===== src/design/deq_pkg.sv =====
// ----------------------------------------------------------------------------
// deq_pkg: shared types and constants for the double-ended queue
// Word storage depth, operation codes, transaction structs, controller states
// and the command/status bundles between controller and datapath.
// ----------------------------------------------------------------------------
package deq_pkg;

  localparam int DEPTH   = 1024;
  localparam int ADDR_W  = $clog2(DEPTH);
  localparam int COUNT_W = $clog2(DEPTH + 1);
  localparam int WORD_W  = 32;
  localparam int OP_W    = 3;
  localparam int ENTRY_W = 11;

  localparam logic [OP_W-1:0] OP_NONE       = 3'd0;
  localparam logic [OP_W-1:0] OP_PUSH_FRONT = 3'd1;
  localparam logic [OP_W-1:0] OP_PUSH_BACK  = 3'd2;
  localparam logic [OP_W-1:0] OP_POP_FRONT  = 3'd3;
  localparam logic [OP_W-1:0] OP_POP_BACK   = 3'd4;

  localparam logic signed [WORD_W-1:0] MINUS_ONE = -32'sd1;

  typedef struct packed {
    logic [OP_W-1:0]          op;
    logic signed [WORD_W-1:0] push_value;
  } req_t;

  typedef struct packed {
    logic signed [WORD_W-1:0] popped_value;
    logic                     pop_failed;
    logic                     push_dropped;
    logic [ENTRY_W-1:0]       entry_count;
    logic                     is_empty;
    logic signed [WORD_W-1:0] front_value;
    logic signed [WORD_W-1:0] back_value;
  } rsp_t;

  typedef enum logic [1:0] {
    ST_IDLE,
    ST_FETCH_FRONT,
    ST_FETCH_BACK,
    ST_OUT
  } state_t;

  typedef struct packed {
    logic exec;
    logic load_front;
    logic load_back;
  } cmd_t;

  typedef struct packed {
    logic fetch_front;
    logic fetch_back;
  } sts_t;

  function automatic logic [ADDR_W-1:0] ring_next(input logic [ADDR_W-1:0] p);
    ring_next = (p == ADDR_W'(DEPTH - 1)) ? '0 : p + 1'b1;
  endfunction

  function automatic logic [ADDR_W-1:0] ring_prev(input logic [ADDR_W-1:0] p);
    ring_prev = (p == '0) ? ADDR_W'(DEPTH - 1) : p - 1'b1;
  endfunction

endpackage


===== src/design/deq_ctrl.sv =====
// ----------------------------------------------------------------------------
// deq_ctrl: transaction sequencer
// Accepts one request, waits for a store read when the new end word must be
// fetched, then holds the response until it is taken.
// ----------------------------------------------------------------------------
module deq_ctrl (
  input  logic          clk,
  input  logic          rst,
  input  logic          req_valid,
  output logic          req_stall,
  output logic          rsp_valid,
  input  logic          rsp_stall,
  input  deq_pkg::sts_t sts,
  output deq_pkg::cmd_t cmd
);
  import deq_pkg::*;

  state_t state, state_next;

  always_ff @(posedge clk) begin
    if (rst) begin
      state <= ST_IDLE;
    end else begin
      state <= state_next;
    end
  end

  always_comb begin
    state_next     = state;
    cmd            = '0;
    req_stall      = 1'b1;
    rsp_valid      = 1'b0;
    case (state)
      ST_IDLE: begin
        req_stall = 1'b0;
        if (req_valid) begin
          cmd.exec = 1'b1;
          if (sts.fetch_front) begin
            state_next = ST_FETCH_FRONT;
          end else if (sts.fetch_back) begin
            state_next = ST_FETCH_BACK;
          end else begin
            state_next = ST_OUT;
          end
        end
      end
      ST_FETCH_FRONT: begin
        cmd.load_front = 1'b1;
        state_next     = ST_OUT;
      end
      ST_FETCH_BACK: begin
        cmd.load_back = 1'b1;
        state_next    = ST_OUT;
      end
      ST_OUT: begin
        rsp_valid = 1'b1;
        if (!rsp_stall) begin
          state_next = ST_IDLE;
        end
      end
      default: begin
        state_next = ST_IDLE;
      end
    endcase
  end

endmodule


===== config.mk =====
export PLATFORM = sky130hd
export DESIGN_NAME = deq_ctrl
export DESIGN_NICKNAME = d
export VERILOG_FILES = /design/src/design/deq_pkg.sv /design/src/design/deq_ctrl.sv
export SDC_FILE = /design/constraint.sdc
export NUM_CORES = 1
export LEC_CHECK = 0
export ABC_CLOCK_PERIOD_IN_PS = 1100
export BUFFER_PORTS_ARGS = -buffer_cell sky130_fd_sc_hd__clkbuf_2
export CORE_AREA = 8 8 45 47
export DETAILED_ROUTE_END_ITERATION = 7
export DIE_AREA = 0 0 53 55
export GPL_ROUTABILITY_DRIVEN = 0
export GPL_TIMING_DRIVEN = 0
export PLACE_DENSITY_LB_ADDON = 0.25
export REMOVE_ABC_BUFFERS = 1
export SYNTH_ARGS = -nofsm -noshare
export SYNTH_HDL_FRONTEND = slang
export SYNTH_SLANG_ARGS = --single-unit

===== constraint.sdc =====
create_clock -name clk -period 1.1 [get_ports clk]
set_clock_uncertainty 0.05 [all_clocks]
set_input_delay 0.055 -clock clk [delete_from_list [all_inputs] [get_ports clk]]
set_output_delay 0.055 -clock clk [all_outputs]
set_load 0.005 [all_outputs]

== Word-level counts from Yosys, hierarchy flattened ==
Cells that the tools add are included.

* Output and inout port bits: 5
* Register bits: 2
* Bits of input ports: 6

* Mux-type cells: 11
* Reductions and logical operators: 3
* Equality and inequality tests: 5

{| class="wikitable"
|+ Operators by type and width
! kind !! number
|-
| $mux W1 || 7
|-
| $mux W2 || 3
|-
| $pmux W2 S3 || 1
|-
| $eq A2 B2 Y1 const B || 2
|-
| $ne A2 B2 Y1 const B || 2
|-
| $eq A2 B1 Y1 const B || 1
|-
| $logic_not A2 Y1 || 1
|-
| $reduce_and A2 Y1 || 1
|-
| $reduce_or A2 Y1 || 1
|}

== Depth between registers and ports, before layout ==
Gate-level depths: netlist of run 1.

* Depth in word-level cells: 4
* Depth in mapped cells: 5

== Least setup slack after synthesis of run 1 ==
OpenSTA, ideal clock, no wires.

* Path type: reg2reg
* Start: register state[0]
* End: register state[1]
* Cell stages (with the launch flop): 6
* Library setup time: 0.120 ns
* Data required time: 0.930 ns
* Clock period less this slack: 1.205 ns
* Arrival time: 1.035 ns
* Setup slack: -0.105 ns
* Cell sequence: dfxtp_1 inv_1 ha_1 and2b_1 o21ai_1 a21oi_2

* Cells in the longest elaborated chain, start to end: 3
* Elaborated cells between the ends (all ways): 9
* Those cells by class: 5 x eq/ne; 1 x mux; 3 x reduce/logical

{| class="wikitable"
|+ Ends and longest elaborated chain
! element !! line !! text
|-
| from (decl) || deq_ctrl.sv:18 || <nowiki>state_t state, state_next;</nowiki>
|-
| from (signal assigned) || deq_ctrl.sv:24 || <nowiki>state <= state_next;</nowiki>
|-
| $eq A2 B1 Y1, or another cell as far along || deq_ctrl.sv:33 || <nowiki>case (state)</nowiki>
|-
| $reduce_or A2 Y1 (no line) or $ne A2 B2 Y1 (tied branches) || n/a ||
|-
| $pmux W2 S3 or $reduce_and A2 Y1 (tied branches) || n/a ||
|}

Parallel ways exist; a longest one is shown, timed or not.
A chain may end at the register's enable or synchronous reset.

==> results.cfg, run 1 <==
[synthesis]
syn_area_per_cell_um2 = 8.36
async_reset_ff_share_pct = 0
synth-seq-area-share_pct = 21.8
synth_edf_count = 0
synth_common_cells = ha_1 (4), inv_1 (3)
synth_top_area_share_pct = 27.2
netlist_area_um2 = 184
synth_seq_cells = 2
synthFlopType = dfxtp_1
yosysMostFrequentCell = ha_1
synth_cells = 22
ys_warn_count = 0
synth_cell_types = 12
synth_area_leader_cell = ha_1
synth_area_leaders = ha_1 (27%), dfxtp_1 (22%), o2111ai_1 (9.5%)

[power_and_ir_drop]
power_density_mw_per_mm2 = 2730
max-vdd-ir-drop_mv = 0.682
p_leak_nw = 0.154
p_total_uw = 886

[sta]
max_freq_mhz = 871
tightest_slew_ps = 234
fin_crit_sh_pct = 104
finalHoldViolCount = 0
period_minus_slack_ps = 1150
timing.final.ws_setup_ps = -48.2
slew_headroom_pct = 84.4
setup_viol = 3
rsz0062_at_grt = true
drv_slew = 0

[die]
start_util_pct = 13.3
core_area_mm2 = 0.00138
die_h_um = 55
boundaryPins = 11
die-area_mm2 = 0.00292
fp.dieW_um = 53
row_count = 14

[global_routing]
grt_pass1_vias = 212
grt_max_degree = 9
grt_overflow = 0
grt_pass1_wl_um = 862
grtUsageTotal_pct = 4.04
antenna_found_initial = 0

[setup_path]
crit_chain = inv_2, ha_4, and2_4, buf_6
startpoint_type = register
cp_num_buf_inv = 2
critPathRequiredTime_ps = 1000
critPathTopFamily = flip-flops
cpMaxStageDelayCell = dfxtp_4
cp.arrival_ps = 1040
worstPathMaxFanout = 8
crit_type = reg -> out
critPathMaxStageDelay_ps = 350
endpoint_kind = output pin

[place]
port_buffers = 10
place_area_um2 = 254
dp_hpwl_um = 404

[run_status]
status = finished, violations left
violations = negative setup slack

[cells_and_area]
syn_to_final_growth_pct = 76.2
diodes = 0
largest_reg_flops = 2
final_area_um2 = 324
largest_register = state
drive_above_1_share_pct = 61.1
nets = 48
reg_top3 = state: 2 flops

[cts]
cts_buffers = 3
cts_setup_buffers = 0
clk_path_buf_depth = 2
worstSkewPairLatency_ps = 220
cts_root_buffer = clkbuf_4
clock-sinks = 2
htreeDepth = 1
tritoncts = built
path_clk_slew_ps = 30

[drt]
first_pass_iters = 2
ant_nets = 0
drt_iter0_drc = 1
routed_wl_um = 520
drcViolationCount = 0
wire_per_inst_um = 10.0
vias = 212
viasPerCell = 4.08

[flow_run]
drv_cap = 0

[hold_path]
hold_class = in -> reg
layout by cell type, fill, tap and decap left out:
cell	Yosys	final
clkbuf_2	0	9
ha_1	4	3
clkbuf_4	0	3
and2_4	0	2
nand2_1	2	2
o2111ai_1	2	2
dfxtp_4	0	2
inv_2	0	1
inv_1	3	1
inv_4	0	1
and2b_1	1	1
o21ai_2	0	1
nand2b_1	1	1
a21oi_2	1	1
o21ai_1	2	1
nand3b_1	1	1
a21oi_1	1	1
ha_4	0	1
dlygate4sd3_1	0	1
buf_6	0	1
cell families after synthesis:
kind of cell,after synthesis,share of synthesized area (%)
flops,2,21.8
fa+ha+maj,4,27.2
compound gates,6,22.4
buf+inv,3,6.12
simple gates,7,22.5
routing by layer:
metal	track usage (%)	up-vias	wire length, um	part of all wire, %
met5	0	-	0	0
met4	2.59	0	0	0
met3	2.41	0	69	13
met2	5.47	11	225	43
met1	4.69	96	224	43
li1	-	105	-	-
repair_timing:
action                                  in CTS  in global routing
endpoints found under the setup margin       5                  4
resized for setup                            7                  6
hold buffers                                 1                  0
hold endpoints to repair                     2                  0
pin swaps                                    1                  1
power by group:
part | switching, mW | internal, mW
sequential | 0.0530 | 0.133
clock | 0.0388 | 0.120
combinational | 0.252 | 0.289
total | 0.343 | 0.542
worst paths after layout:
path / start / to / slack [ps] / cells after the start
max: state[1] / cmd[2] / -50 / 4
min: sts[1] / state[1] / 110 / 4
max reg2reg: state[0] / state[1] / -20 / 4
min reg2reg: state[1] / state[1] / 440 / 2
layout make-up:
cell class | count | area (um2)
clock buffer | 3 | 22.5
fill | 156 | 1060
sequential | 2 | 47.5
tap | 16 | 20.0
multi-input combinational | 17 | 154
timing repair buffer | 11 | 66.3
inverter | 3 | 13.8
metrics by stage:
stage          TNS [ps]  hold WS [ps]  utilization (%)  std cells  setup slack (ps)
2_1_floorplan      -185          67.4                -         22              -105
3_3_place_gp       -449           190             18.4         48              -236
3_5_place_dp       -421           189             18.4         48              -230
4_1_cts            -119           100             22.0         52             -57.9
5_1_grt            -263           112             23.4         52             -93.8
6_report          -76.3           105             23.4         52             -48.2
worst min-delay path, cell delays in order:
cell	delay (ps)
clkbuf_2	80
nand2_1	40
o2111ai_1	90
a21oi_2	60
(Power assumes the default switching activity.)
==> inputs of run 2 (changes only) <==
==> constraint.sdc (replaced) <==
create_clock -name clk -period 1.1 [get_ports clk]
set_clock_uncertainty 0.05 [all_clocks]
set_input_delay 0.055 -clock clk [delete_from_list [all_inputs] [get_ports clk]]
set_output_delay 0.055 -clock clk [all_outputs]
set_load 0.02 [all_outputs]
==> results.cfg, run 2 (synthesis gave the netlist of run 1 again) <==
[run_status]
status = finished, violations left
violations = negative setup slack

[drt]
wire_per_inst_um = 10.9
drcViolationCount = 0
drt_iter0_drc = 2
first_pass_iters = 3
routed_wl_um = 579
ant_nets = 0
viasPerCell = 4.06
vias = 215

[sta]
timing.final.ws_setup_ps = -66.2
slew_headroom_pct = 87.5
fin_crit_sh_pct = 106
whs_ps = 99.1
tightest_slew_ps = 187
rsz0062_at_grt = true
max_freq_mhz = 857
drv_slew = 0
period_minus_slack_ps = 1170
finalHoldViolCount = 0
setup_viol = 4

[cts]
cts_buffers = 3
path_clk_slew_ps = 30
tritoncts = built
cts_root_buffer = clkbuf_4
htreeDepth = 1
clock-sinks = 2
clk_path_buf_depth = 2
worstSkewPairLatency_ps = 220

[die]
die_h_um = 55
start_util_pct = 13.3
boundaryPins = 11
fp.dieW_um = 53
die-area_mm2 = 0.00292
core_area_mm2 = 0.00138
row_count = 14

[hold_path]
whs_endpoint = state[0]
hold_class = in -> reg
min_from = sts[0]
hold_path_depth = 4

[setup_path]
crit_type = reg -> out
r2r_end = state[1]
reg2reg_slack_ps = -50
crit_chain = inv_4, ha_4, and2_4, buf_8
cpMaxStageDelayCell = dfxtp_4
startpoint_type = register
critPathRequiredTime_ps = 1000
r2r_start = state[0]
critPathMaxStageDelay_ps = 360
ff2ff_path_depth = 5
cp.arrival_ps = 1060
endpoint_kind = output pin
worstPathMaxFanout = 7

[global_routing]
grt_pass1_vias = 235
antenna_found_initial = 0
grtUsageMet2_pct = 6.84
gr-usage-met1_pct = 4.08
grt_use_met3_pct = 2.94
grt_busiest_layer = met2
grt_overflow = 0
grtUsageTotal_pct = 4.31
grt_pass1_wl_um = 924
grt_max_degree = 8

[cells_and_area]
largest_reg_flops = 2
final_common_cell = clkbuf_2
syn_to_final_growth_pct = 105
diodes = 0
reg_top3 = state: 2 flops
final_area_um2 = 378
nets = 49
layout_common_cells = clkbuf_2 (5), ha_1 (3), clkbuf_4 (3)
final_cells = 53
drive_above_1_share_pct = 64.9
largest_register = state

[power_and_ir_drop]
power_density_mw_per_mm2 = 3400
max-vdd-ir-drop_mv = 1.13
p_leak_nw = 0.170

[place]
place_area_um2 = 254
placed_cells = 48
dp_hpwl_um = 404
port_buffers = 10
post-place-ws_ps = -230

[flow_run]
drv_cap = 0
[run 2: final cells by class]
type | count | area, um2
multi-input combinational | 17 | 175
fill | 152 | 1010
clock buffer | 3 | 22.5
sequential | 2 | 47.5
inverter | 3 | 13.8
tap | 16 | 20.0
timing repair buffer | 12 | 98.8
[run 2: how the worst max path moves through the flow]
stage	start	to	slack, ps	cells past startpoint
2_1_floorplan	state[0]	state[1]	-110	5
3_3_place_gp	state[0]	state[1]	-240	5
3_5_place_dp	state[0]	state[1]	-230	5
4_1_cts	state[0]	cmd[2]	-100	4
5_1_grt	state[0]	cmd[2]	-110	4
6_report	state[0]	cmd[2]	-70	4
[run 2: where the power goes]
| part | switching, mW | leakage (nW) | total [mW] | internal (mW) |
|---|---|---|---|---|
| combinational | 0.445 | 0.138 | 0.942 | 0.497 |
| clock | 0.0389 | 0.0138 | 0.159 | 0.120 |
| sequential | 0.0522 | 0.0178 | 0.185 | 0.133 |
[run 2: stage by stage]
step           utilization (%)  power (mW)  setup TNS [ps]
4_1_cts                   25.1        1.13            -183
3_5_place_dp              18.4       0.673            -465
5_1_grt                   27.3        1.39            -373
6_report                  27.3        1.29            -143
3_3_place_gp              18.4       0.675            -492
2_1_floorplan                -       0.537            -185
[run 2: repair_timing]
action | 4_1_cts | 5_1_grt
hold buffers | 1 | 0
resized for setup | 15 | 11
buffers inserted | 1 | 0
endpoints found under the setup margin | 6 | 7
hold endpoints to repair | 2 | 0
gates cloned | 0 | 0
pin swaps | 3 | 1
[run 2: layer usage]
metal / wire length, um / up-vias
li1: - / 106
met1: 225 / 98
met5: 0 / -
met3: 79 / 0
met2: 274 / 11
met4: 0 / 0
[run 2: critical path, delay by kind of cell (launching register included)]
kind	cells	cell delay, ps
and+or+nand+nor	1	140
adders and majority gates	1	170
DFF	1	360
buffers and inverters	2	160
==> inputs of run 3 (changes only) <==
--- a/config.mk
+++ b/config.mk
@@ -5,7 +5,7 @@
 export SDC_FILE = /design/constraint.sdc
 export NUM_CORES = 1
 export LEC_CHECK = 0
-export ABC_CLOCK_PERIOD_IN_PS = 1100
+export ABC_CLOCK_PERIOD_IN_PS = 1250
 export BUFFER_PORTS_ARGS = -buffer_cell sky130_fd_sc_hd__clkbuf_2
 export CORE_AREA = 8 8 45 47
 export DETAILED_ROUTE_END_ITERATION = 7
==> constraint.sdc (replaced) <==
create_clock -name clk -period 1.25 [get_ports clk]
set_clock_uncertainty 0.05 [all_clocks]
set_input_delay 0.0625 -clock clk [delete_from_list [all_inputs] [get_ports clk]]
set_output_delay 0.0625 -clock clk [all_outputs]
set_load 0.02 [all_outputs]
==> results.cfg, run 3 (synthesis gave the netlist of run 1 again) <==
[setup_path]
cp.arrival_ps = 1090
critPathMaxStageDelay_ps = 350
cpMaxStageDelayCell = dfxtp_2
critPathRequiredTime_ps = 1140
endpoint_kind = output pin
startpoint = state[1]
crit_type = reg -> out
worstPathMaxFanout = 8
r2r_start = state[1]
crit_chain = inv_2, ha_4, and2_1, buf_4
startpoint_type = register
critPathTopFamily = flip-flops
cp_num_buf_inv = 2

[cts]
cts_buffers = 3
path_clk_slew_ps = 30
worstSkewPairLatency_ps = 220
clock-sinks = 2
cts_setup_buffers = 0
htreeDepth = 1
tritoncts = built
clk_path_buf_depth = 2
cts_root_buffer = clkbuf_4

[global_routing]
grt_pass1_wl_um = 828
antenna_found_initial = 0
grt_pass1_vias = 204
grt_overflow = 0
grtUsageTotal_pct = 3.87
grt_max_degree = 9

[drt]
vias = 207
drcViolationCount = 0
wire_per_inst_um = 9.83
viasPerCell = 3.98
ant_nets = 0
drt_iter0_drc = 1
first_pass_iters = 3
routed_wl_um = 511

[cells_and_area]
final_common_cell = clkbuf_2
drive_above_1_share_pct = 52.8
diodes = 0
layout_common_cells = clkbuf_2 (9), ha_1 (3), clkbuf_4 (3)
nets = 48
final_cells = 52
final_area_um2 = 307
largest_reg_flops = 2
syn_to_final_growth_pct = 66.7
largest_register = state
reg_top3 = state: 2 flops
utilization_pct = 22.2

[power_and_ir_drop]
intPower_uw = 446
max-vdd-ir-drop_mv = 0.576
power_density_mw_per_mm2 = 2660
p_leak_nw = 0.148
power_frac_seq_pct = 18.2
sw_frac_of_total_pct = 45.4
clockPowerShare_pct = 17.2
pwr-share-comb_pct = 64.6
p_total_uw = 816
switching_power_uw = 370

[place]
dp_hpwl_um = 404
port_buffers = 10
post-place-ws_ps = -80.1
placed_cells = 48
place_area_um2 = 254

[sta]
setup-tns-final_ps = 0
slew_headroom_pct = 84.4
period_minus_slack_ps = 1200
rsz0062_at_grt = false
finalHoldViolCount = 0
drv_slew = 0
whs_ps = 113
max_freq_mhz = 832
setup_viol = 0
tightest_slew_ps = 233
timing.final.ws_setup_ps = 48.5
fin_crit_sh_pct = 96.1

[die]
fp.dieW_um = 53
die_h_um = 55
core_area_mm2 = 0.00138
boundaryPins = 11
die-area_mm2 = 0.00292
start_util_pct = 13.3
row_count = 14

[hold_path]
hold_class = in -> reg
min_from = sts[1]

[run_status]
status = completed

[flow_run]
drv_cap = 0
run 3: power by group through the flow:
stage / Clock, mW / Sequential (mW) / Combinational [mW]
floorplan: 0 / 0.123 / 0.350
global placement: 0 / 0.133 / 0.462
detailed placement: 0 / 0.133 / 0.459
CTS: 0.146 / 0.142 / 0.530
global route: 0.160 / 0.156 / 0.586
finish: 0.141 / 0.148 / 0.527
run 3: final timing paths:
kind                                 end  slack [ps]  depth (start not counted)
worst max-delay path              cmd[2]          50                          4
worst max register to register  state[1]         120                          5
worst min register to register  state[0]         460                          2
worst min-delay path            state[1]         110                          4
run 3: worst register-to-register path, stage by stage, from the launching register on:
cell and delay, ps:
dfxtp_2 350, inv_2 60, ha_4 180, and2b_1 170
o21ai_1 150, a21oi_2 60
run 3: layer usage:
metal  part of all wire (%)  wire length, um  up-vias  GRT usage [%]
met5                      0                0        -              0
met4                      0                0        0           2.59
met3                     14               69        0           2.41
met2                     39              199       11           4.88
met1                     47              242       91           4.69
li1                       -                -      105              -
run 3: layout make-up:
type | instances | area [um2]
Clock buffer | 3 | 22.5
Sequential cell | 2 | 45.0
Timing Repair Buffer | 11 | 62.6
Tap cell | 16 | 20.0
Fill cell | 152 | 1080
Inverter | 3 | 11.3
Multi-Input combinational cell | 17 | 145
run 3: timing repair:
action,4_1_cts,5_1_grt
setup endpoints to repair,4,1
hold buffers,1,0
pin swaps,0,1
gates resized for setup,6,3
hold endpoints to repair,2,0
